<file path="config.mk">
export PLATFORM = sky130hd
export DESIGN_NAME = scalar_to_rgb_colormap
export DESIGN_NICKNAME = d
export VERILOG_FILES = /design/src/rtl/s2rgb_pkg.sv /design/src/rtl/scalar_to_rgb_colormap.sv
export SDC_FILE = /design/constraint.sdc
export NUM_CORES = 2
export LEC_CHECK = 0
export BUFFER_PORTS_ARGS = -buffer_cell sky130_fd_sc_hd__buf_2
export CAP_MARGIN = 10
export CORE_UTILIZATION = 40
export CTS_CLUSTER_SIZE = 14
export DETAILED_ROUTE_END_ITERATION = 6
export HOLD_SLACK_MARGIN = 0.03
export PLACE_DENSITY = 0.56
export SLEW_MARGIN = 0
export SYNTH_ARGS = -nofsm -noshare
export SYNTH_HDL_FRONTEND = slang
export SYNTH_SLANG_ARGS = --single-unit
export TNS_END_PERCENT = 5
</file>
<file path="constraint.sdc">
create_clock -name clock -period 15.3 [get_ports clock]
set_clock_uncertainty 0.2 [all_clocks]
set_input_delay 2.295 -clock clock [delete_from_list [all_inputs] [get_ports clock]]
set_output_delay 2.295 -clock clock [all_outputs]
set_load 0.02 [all_outputs]
</file>
<file path="src/rtl/s2rgb_pkg.sv">
// shared types, widths and the colormap coefficient table for the scalar to rgb colormap
// no dependencies; the table is built at elaboration for a given fraction width
package s2rgb_pkg;

   localparam int SAMPLE_W           = 16;
   localparam int PIX_W              = 8;
   localparam int PIX_N              = 3;
   localparam int MAP_W              = 2;
   localparam int MAP_N              = 4;
   localparam int REGION_W           = 3;
   localparam int REGION_N           = 8;
   localparam int COEF_TAB_W         = 24;
   localparam int DEF_FRACTION_BITS  = 14;

   localparam int CH_RED   = 0;
   localparam int CH_GREEN = 1;
   localparam int CH_BLUE  = 2;

   typedef enum logic [MAP_W-1:0] {
      MAP_JET      = 2'd0,
      MAP_HOT      = 2'd1,
      MAP_BONE     = 2'd2,
      MAP_RED_BLUE = 2'd3
   } map_type;

   typedef struct packed {
      logic signed [COEF_TAB_W-1:0] m;
      logic signed [COEF_TAB_W-1:0] n;
   } seg_coef_type;

   typedef seg_coef_type [PIX_N-1:0]    pix_coef_type;
   typedef pix_coef_type [REGION_N-1:0] map_coef_type;
   typedef map_coef_type [MAP_N-1:0]    coef_tab_type;

   // t is in units of 1e-4; round to fb fraction bits, halves away from zero
   function automatic longint coef(input int t, input int fb);
      longint one;
      one = 64'sd1 <<< fb;
      if (t >= 0) begin
         coef = (longint'(t) * one + 64'sd5000) / 64'sd10000;
      end else begin
         coef = -(((-longint'(t)) * one + 64'sd5000) / 64'sd10000);
      end
   endfunction

   function automatic seg_coef_type mk_seg(input int m, input int n, input int fb);
      seg_coef_type seg;
      seg.m = COEF_TAB_W'(coef(m, fb));
      seg.n = COEF_TAB_W'(coef(n, fb));
      return seg;
   endfunction

   function automatic pix_coef_type mk_pix(input int rm, input int rn, input int gm,
                                           input int gn, input int bm, input int bn,
                                           input int fb);
      pix_coef_type pix;
      pix[CH_RED]   = mk_seg(rm, rn, fb);
      pix[CH_GREEN] = mk_seg(gm, gn, fb);
      pix[CH_BLUE]  = mk_seg(bm, bn, fb);
      return pix;
   endfunction

   // region: 0 below zero, 1 up to 1/8, 2 up to 3/8, 3 up to 5/8, 4 up to 6/8,
   // 5 up to 7/8, 6 and above from 7/8; constant 255 is slope 0, offset 1.0
   function automatic pix_coef_type region_coefs(input map_type map, input int region,
                                                 input int fb);
      pix_coef_type pix;
      pix = '0;
      case (map)
         MAP_JET: begin
            case (region) inside
               0, 1:    pix = mk_pix(0, 0, 0, 0, 40000, 5000, fb);
               2:       pix = mk_pix(0, 0, 40000, -5000, 0, 10000, fb);
               3:       pix = mk_pix(40000, -15000, 0, 10000, -40000, 25000, fb);
               4, 5:    pix = mk_pix(0, 10000, -40000, 25000, 0, 0, fb);
               default: pix = mk_pix(-40000, 45000, 0, 0, 0, 0, fb);
            endcase
         end
         MAP_HOT: begin
            case (region) inside
               0, 1, 2: pix = mk_pix(25621, 392, 0, 0, 0, 0, fb);
               3, 4:    pix = mk_pix(0, 10000, 26667, -10000, 0, 0, fb);
               default: pix = mk_pix(0, 10000, 0, 10000, 40000, -30000, fb);
            endcase
         end
         MAP_BONE: begin
            case (region) inside
               0, 1, 2: pix = mk_pix(8471, 0, 8471, 0, 11712, 39, fb);
               3, 4:    pix = mk_pix(8889, -157, 12237, -1413, 8889, 1098, fb);
               default: pix = mk_pix(13960, -3960, 8940, 1060, 8941, 1059, fb);
            endcase
         end
         default: begin
            case (region) inside
               0:       pix = mk_pix(10000, 10000, 10000, 10000, 0, 10000, fb);
               default: pix = mk_pix(0, 10000, -10000, 10000, -10000, 10000, fb);
            endcase
         end
      endcase
      return pix;
   endfunction

   function automatic coef_tab_type build_tab(input int fb);
      coef_tab_type tab;
      for (int m = 0; m < MAP_N; m++) begin
         for (int r = 0; r < REGION_N; r++) begin
            tab[m][r] = region_coefs(map_type'(m), r, fb);
         end
      end
      return tab;
   endfunction

endpackage

</file>
<file path="src/rtl/scalar_to_rgb_colormap.sv">
// scalar to rgb colormap: five register stages from accept to rsp_valid; throughput one
// sample per clock unless stalled; a stalled rsp beat holds and bubbles upstream close up
// stages: segment lookup, slope multiply, offset add, scale by 255, floor and clamp
// reset (synchronous) empties the pipeline and selects the jet map
// depends on s2rgb_pkg
module scalar_to_rgb_colormap
   import s2rgb_pkg::*;
#(
   parameter int FRACTION_BITS = DEF_FRACTION_BITS
) (
   input  logic                       clock,
   input  logic                       reset,
   input  logic                       csr_wr_en,
   input  logic [MAP_W-1:0]           csr_wr_data,
   input  logic                       req_valid,
   output logic                       req_stall,
   input  logic signed [SAMPLE_W-1:0] req_sample,
   output logic                       rsp_valid,
   input  logic                       rsp_stall,
   output logic [PIX_W-1:0]           rsp_red,
   output logic [PIX_W-1:0]           rsp_green,
   output logic [PIX_W-1:0]           rsp_blue
);

   localparam int NSTAGE = 5;
   localparam int CW     = FRACTION_BITS + 4;
   localparam int PW     = SAMPLE_W + CW;
   localparam int NW     = CW + FRACTION_BITS;
   localparam int SUMW   = ((PW > NW) ? PW : NW) + 1;
   localparam int AW     = SUMW + PIX_W;
   localparam int QW     = AW - 2 * FRACTION_BITS;
   localparam int E1     = 1 << (FRACTION_BITS - 3);
   localparam int E3     = 3 * E1;
   localparam int E5     = 5 * E1;
   localparam int E6     = 6 * E1;
   localparam int E7     = 7 * E1;

   localparam coef_tab_type COEF_TAB = build_tab(FRACTION_BITS);

   map_type              map_ff;
   logic [NSTAGE:1]      valid_ff;
   logic [NSTAGE:1]      adv;

   logic [5:0]           samp_ge;
   logic [REGION_W-1:0]  region_in;

   logic signed [SAMPLE_W-1:0] samp_s1_ff;
   pix_coef_type               coef_s1_ff;

   logic signed [PW-1:0]   prod_s2_ff [PIX_N];
   logic signed [PW-1:0]   prod_s2_in [PIX_N];
   logic signed [CW-1:0]   n_s2_ff    [PIX_N];
   logic signed [CW-1:0]   n_s2_in    [PIX_N];
   logic signed [SUMW-1:0] sum_s3_ff  [PIX_N];
   logic signed [SUMW-1:0] sum_s3_in  [PIX_N];
   logic signed [AW-1:0]   acc_s4_ff  [PIX_N];
   logic signed [AW-1:0]   acc_s4_in  [PIX_N];
   logic [PIX_W-1:0]       pix_s5_ff  [PIX_N];
   logic [PIX_W-1:0]       pix_s5_in  [PIX_N];

   // a stage moves when it is empty or the one after it moves
   always_comb begin
      adv[NSTAGE] = !valid_ff[NSTAGE] || !rsp_stall;
      for (int k = NSTAGE - 1; k >= 1; k--) begin
         adv[k] = !valid_ff[k] || adv[k+1];
      end
   end

   assign req_stall = !adv[1];

   always_comb begin
      samp_ge[0] = !req_sample[SAMPLE_W-1];
      samp_ge[1] = int'(req_sample) >= E1;
      samp_ge[2] = int'(req_sample) >= E3;
      samp_ge[3] = int'(req_sample) >= E5;
      samp_ge[4] = int'(req_sample) >= E6;
      samp_ge[5] = int'(req_sample) >= E7;
      region_in  = {2'b00, samp_ge[0]} + {2'b00, samp_ge[1]} + {2'b00, samp_ge[2]}
                 + {2'b00, samp_ge[3]} + {2'b00, samp_ge[4]} + {2'b00, samp_ge[5]};
   end

   always_comb begin
      logic signed [CW-1:0] m_cw;
      logic signed [AW-1:0] q_full;
      logic signed [QW-1:0] q;
      for (int c = 0; c < PIX_N; c++) begin
         m_cw          = coef_s1_ff[c].m[CW-1:0];
         n_s2_in[c]    = coef_s1_ff[c].n[CW-1:0];
         prod_s2_in[c] = PW'(m_cw) * PW'(samp_s1_ff);
         sum_s3_in[c]  = SUMW'(prod_s2_ff[c]) + (SUMW'(n_s2_ff[c]) <<< FRACTION_BITS);
         // times 255 as shift and subtract
         acc_s4_in[c]  = (AW'(sum_s3_ff[c]) <<< PIX_W) - AW'(sum_s3_ff[c]);
         // arithmetic shift floors toward minus infinity
         q_full        = acc_s4_ff[c] >>> (2 * FRACTION_BITS);
         q             = q_full[QW-1:0];
         if (q[QW-1]) begin
            pix_s5_in[c] = '0;
         end else if (|q[QW-2:PIX_W]) begin
            pix_s5_in[c] = '1;
         end else begin
            pix_s5_in[c] = q[PIX_W-1:0];
         end
      end
   end

   always_ff @(posedge clock) begin
      if (reset) begin
         map_ff   <= MAP_JET;
         valid_ff <= '0;
      end else begin
         if (csr_wr_en) begin
            map_ff <= map_type'(csr_wr_data);
         end
         if (adv[1]) begin
            valid_ff[1] <= req_valid;
         end
         for (int k = 2; k <= NSTAGE; k++) begin
            if (adv[k]) begin
               valid_ff[k] <= valid_ff[k-1];
            end
         end
      end
   end

   always_ff @(posedge clock) begin
      if (adv[1]) begin
         samp_s1_ff <= req_sample;
         coef_s1_ff <= COEF_TAB[map_ff][region_in];
      end
      for (int c = 0; c < PIX_N; c++) begin
         if (adv[2]) begin
            prod_s2_ff[c] <= prod_s2_in[c];
            n_s2_ff[c]    <= n_s2_in[c];
         end
         if (adv[3]) begin
            sum_s3_ff[c] <= sum_s3_in[c];
         end
         if (adv[4]) begin
            acc_s4_ff[c] <= acc_s4_in[c];
         end
         if (adv[5]) begin
            pix_s5_ff[c] <= pix_s5_in[c];
         end
      end
   end

   assign rsp_valid = valid_ff[NSTAGE];
   assign rsp_red   = pix_s5_ff[CH_RED];
   assign rsp_green = pix_s5_ff[CH_GREEN];
   assign rsp_blue  = pix_s5_ff[CH_BLUE];

endmodule

</file>
# == After elaboration in Yosys (flattened, before gate mapping) ==
# Memory sizes are Yosys's and may differ from the RTL's.
# Index checks and enable logic that the tools add are counted.
# totals
output_inout_bits,26
memories,5
elab_cells,73
ramBits,414
ff_bits,131
# mem_list
name,depth,word_bits,rd,rd_ports_with_merged_regs,wr,line,source
acc_s4_ff,3,43,3,0,3,scalar_to_rgb_colormap.sv:56,logic signed [AW-1:0] acc_s4_ff [PIX_N];
sum_s3_ff,3,35,3,0,3,scalar_to_rgb_colormap.sv:54,logic signed [SUMW-1:0] sum_s3_ff [PIX_N];
prod_s2_ff,3,34,3,0,3,scalar_to_rgb_colormap.sv:50,logic signed [PW-1:0] prod_s2_ff [PIX_N];
n_s2_ff,3,18,3,0,3,scalar_to_rgb_colormap.sv:52,logic signed [CW-1:0] n_s2_ff [PIX_N];
pix_s5_ff,3,8,3,0,3,scalar_to_rgb_colormap.sv:58,logic [PIX_W-1:0] pix_s5_ff [PIX_N];
# op_classes
n_lt_le_gt_ge,7
add_sub_neg,11
multipliers,3
reduce_logical,16
mux,18
# op_table
operator,n
$bmux W1152 S2,1
$mux W1152,1
$bmux W144 S3,1
$mux W138,1
$sub A43 B35 Y43,3
$add A34 B32 Y35,3
$mul A18 B16 Y34,3
$ge A16 B15 Y1 const B,3
$mux W8,6
$reduce_or A6 Y1,3
$ge A16 B13 Y1 const B,1
$ge A16 B14 Y1 const B,1
$add A3 B1 Y3,3
$logic_not A1 Y1,8
$mux W1,8
$logic_or A1 B1 Y1,5
$lt A3 B4 Y1 const B,1
$add A2 B1 Y3,1
$lt A2 B3 Y1 const B,1
$add A1 B1 Y2,1

# == Longest topological paths before layout ==
# depth
depth_word,8
ltp_mapped,27
ltp_nobuf,25

# == Least setup slack after synthesis ==
# Ideal clock, no wire load.
# synth_path
kind,input to output
startpoint,in rsp_stall
endpoint,out req_stall
path_slack_ns,7.807
cell_stages,4
arrival_ns,4.998
cell_sequence,and3_1 clkbuf_1 nand4_1 inv_1
# synth_via
elab_chain_len,7
# synth_rtl
item,line,source
start: declaration,scalar_to_rgb_colormap.sv:19,"input logic rsp_stall,"
$logic_not A1 Y1,scalar_to_rgb_colormap.sv:63,adv[NSTAGE] = !valid_ff[NSTAGE] || !rsp_stall;
$logic_or A1 B1 Y1,scalar_to_rgb_colormap.sv:63,
$logic_or A1 B1 Y1 (4 in a row),scalar_to_rgb_colormap.sv:65,adv[k] = !valid_ff[k] || adv[k+1];
$logic_not A1 Y1,scalar_to_rgb_colormap.sv:69,assign req_stall = !adv[1];
end: declaration,scalar_to_rgb_colormap.sv:16,"output logic req_stall,"
# No other way between the ends.

==> flow_summary.yaml <==
sta:
  layout_min_cycle_time_ps: 7790
  slew_headroom_pct: 27.3
  setup_viol: 0
  max_freq_mhz: 128
  rsz0062_at_grt: "no"
  holdWs_ps: 202
  hold_violations: 0
  tightest_slew_ps: 1090
  finalSetupTns_ps: 0
  report.final.slew_viol_count: 0
  fin_crit_sh_pct: 50.9
floorplan:
  fp-row-count: 126
  die_h_um: 349
  ioPinCount: 49
  start_util_pct: 40.6
  die_w_um: 349
  coreArea_mm2: 0.119
  dieArea_mm2: 0.122
clocking:
  cts_setup_buffers: 0
  cts.reportedPaths.clkPinSlew_ps: 60
  clock-sinks: 357
  numCtsBuffers: 46
  ctsLongestPathBuffers: 3
  cts-root-buf: "clkbuf_16"
  clock_latency_ps: 630
  htree_levels: 2
  hold_buffers: 0
  cts_tree: "built"
  cts-resized-gates: 0
detailed_routing:
  drt_drc_violations_left: 0
  finalWirelength_mm: 119
  drtPass1Iterations: 5
  vias: 31600
  drt-vias-per-instance: 4.98
  wl_per_cell_um: 18.7
  drt_iter0_markers: 2338
  ant_nets: 0
worst_setup_path:
  critPathArrivalTime_ps: 7950
  path_common_cell: "fa_1"
  critPathSlowestCell: "edfxtp_1"
  worstSetupPathType: "reg2reg"
  path_cells: "nand2_1 > inv_1 > fa_1 > inv_1 > fa_1 > fa_1 > inv_1 > fa_1 > fa_1 > inv_1 > fa_1 > inv_1 > ha_1 > a211o_1 > nor3_1 > o21ai_0 > and2_1 > a31oi_1 > o311ai_0 > a31o_2 > a21oi_1 > xnor2_1"
  worstPathRequired_ps: 15460
  worstSetupEndpointType: "flop"
  path_max_fanout: 17
  cp-start-kind: "flop"
  max_stage_delay_ps: 860
global_route:
  grt_pass1_vias: 32800
  antenna_found_initial: 4
  grt_util_all_layers_pct: 20.2
  grt_pass1_wl_mm: 188
  grt_max_degree: 64
  grt-ovfl-total: 0
placement:
  dp_hpwl_mm: 97.6
  port_buffers: 48
  post-place-cells: 6254
  place_congestion: 0.925
yosys:
  avgSynthCellArea_um2: 10.3
  syn_nets: 5984
  synth_cells: 4681
  ys.flop_type: "edfxtp_1"
  synth_top_area_share_pct: 34.3
  synth_area_mm2: 0.0481
  synth_common_cells: "inv_1, fa_1, ha_1"
  synth_enable_flop_cells: 350
  yosys.cell_types.count: 73
  synth.largest_area_cell: "fa_1"
  async_flop_share_pct: 0
  ys_seq_elements: 357
  synthTopCellsByArea: "fa_1, edfxtp_1, ha_1"
  yosysMostFrequentCell: "inv_1"
  yosysSeqAreaShare_pct: 22.1
  ys_warn_count: 0
final_layout:
  fin_nets: 6005
  area_growth_pct: 7.45
  final_cells: 6337
  num_antenna_cells: 0
  drive_gt1_share_pct: 4.01
status:
  status: "finished, final reports clean"
hold_path:
  hp-class: "reg2reg"
flow_run:
  cap_violations: 0
## cell families after synthesis
kind of cell	Yosys count	synth area share, %
compound gates	601	8.21
fa+ha+maj	1280	46.2
buf+inv	1231	9.61
mux	3	0.0625
flops	357	22.1
simple gates	994	9.88
xor+xnor	215	3.92
## path summary, 6_finish.rpt
| kind | start | endpoint | slack [ps] | cells after the start |
|---|---|---|---|---|
| min | prod_s2_ff[0][6] | sum_s3_ff[0][6] | 200 | 0 |
| max | coef_s1_ff[26] | prod_s2_ff[0][101] | 7510 | 22 |
| max reg2reg | coef_s1_ff[26] | prod_s2_ff[0][101] | 7510 | 22 |
| min reg2reg | prod_s2_ff[0][6] | sum_s3_ff[0][6] | 200 | 0 |
## state kept, by name (all words and copies together), names as in the netlist
| name | cells |
|---|---|
| samp_s1_ff | 16 |
| map_ff | 2 |
| n_s2_ff | 17 |
| acc_s4_ff | 45 |
| prod_s2_ff | 102 |
| sum_s3_ff | 105 |
| valid_ff | 5 |
| coef_s1_ff | 41 |
| pix_s5_ff | 24 |
## metrics by stage
stage / setup slack [ps] / util (%) / instance area [um^2]
after CTS: 7700 / 43.6 / 51700
after floorplan: 7810 / - / 48100
after global routing: 7230 / 43.6 / 51700
after detailed placement: 7720 / 42.3 / 50200
after global placement: 7650 / 42.3 / 50200
final: 7510 / 43.6 / 51700
## critical path, delay by kind of cell (launching register included)
kind / cells / cell delay, ps
flip-flops: 1 / 860
AND/OR/NAND/NOR: 3 / 580
XOR/XNOR: 1 / 80
adder cells (fa/ha/maj): 7 / 3210
AO/OA/AOI/OAI: 6 / 2070
buffers and inverters: 5 / 520
## cell usage in the layout (no fill, tap or decap), types with 11 or more instances in the layout
| cell | count |
|---|---|
| buf_4 | 29 |
| o31ai_1 | 12 |
| and2_1 | 207 |
| xor2_1 | 53 |
| a31oi_1 | 26 |
| and3_1 | 20 |
| nand2_1 | 371 |
| nor3_1 | 41 |
| o21ai_0 | 105 |
| nand2b_1 | 31 |
| a21oi_1 | 173 |
| fa_1 | 824 |
| nand3_1 | 39 |
| a31o_2 | 15 |
| a21o_1 | 99 |
| nor2_1 | 188 |
| or2_2 | 11 |
| o21a_1 | 27 |
| inv_1 | 1126 |
| o211ai_1 | 18 |
| nor2b_1 | 33 |
| a211oi_1 | 12 |
| edfxtp_1 | 350 |
| o21bai_1 | 24 |
| nand4_1 | 19 |
| buf_2 | 48 |
| xnor2_1 | 162 |
| clkinv_1 | 11 |
| ha_1 | 456 |
| clkbuf_16 | 46 |
## final cells by class
| type | count | area (um^2) |
|---|---|---|
| inverter | 1127 | 4230 |
| sequential | 357 | 10700 |
| clock buffer | 49 | 1160 |
| clock inverter | 34 | 330 |
| tap | 1600 | 2000 |
| fill | 11500 | 66900 |
| timing repair buffer | 77 | 458 |
| multi-input combinational | 3093 | 32800 |
## metal layers
metal / routed length [um] / GRT usage, % / up-vias
li1: - / - / 14800
met4: 3170 / 5.22 / 2
met1: 54100 / 28.6 / 15700
met2: 51500 / 30.4 / 890
met5: 5 / 0 / -
met3: 9830 / 5.34 / 151
Power is left out: the tool's default activity adds up to more than one toggle a clock period on the data nets, which glitch-free logic cannot reach.
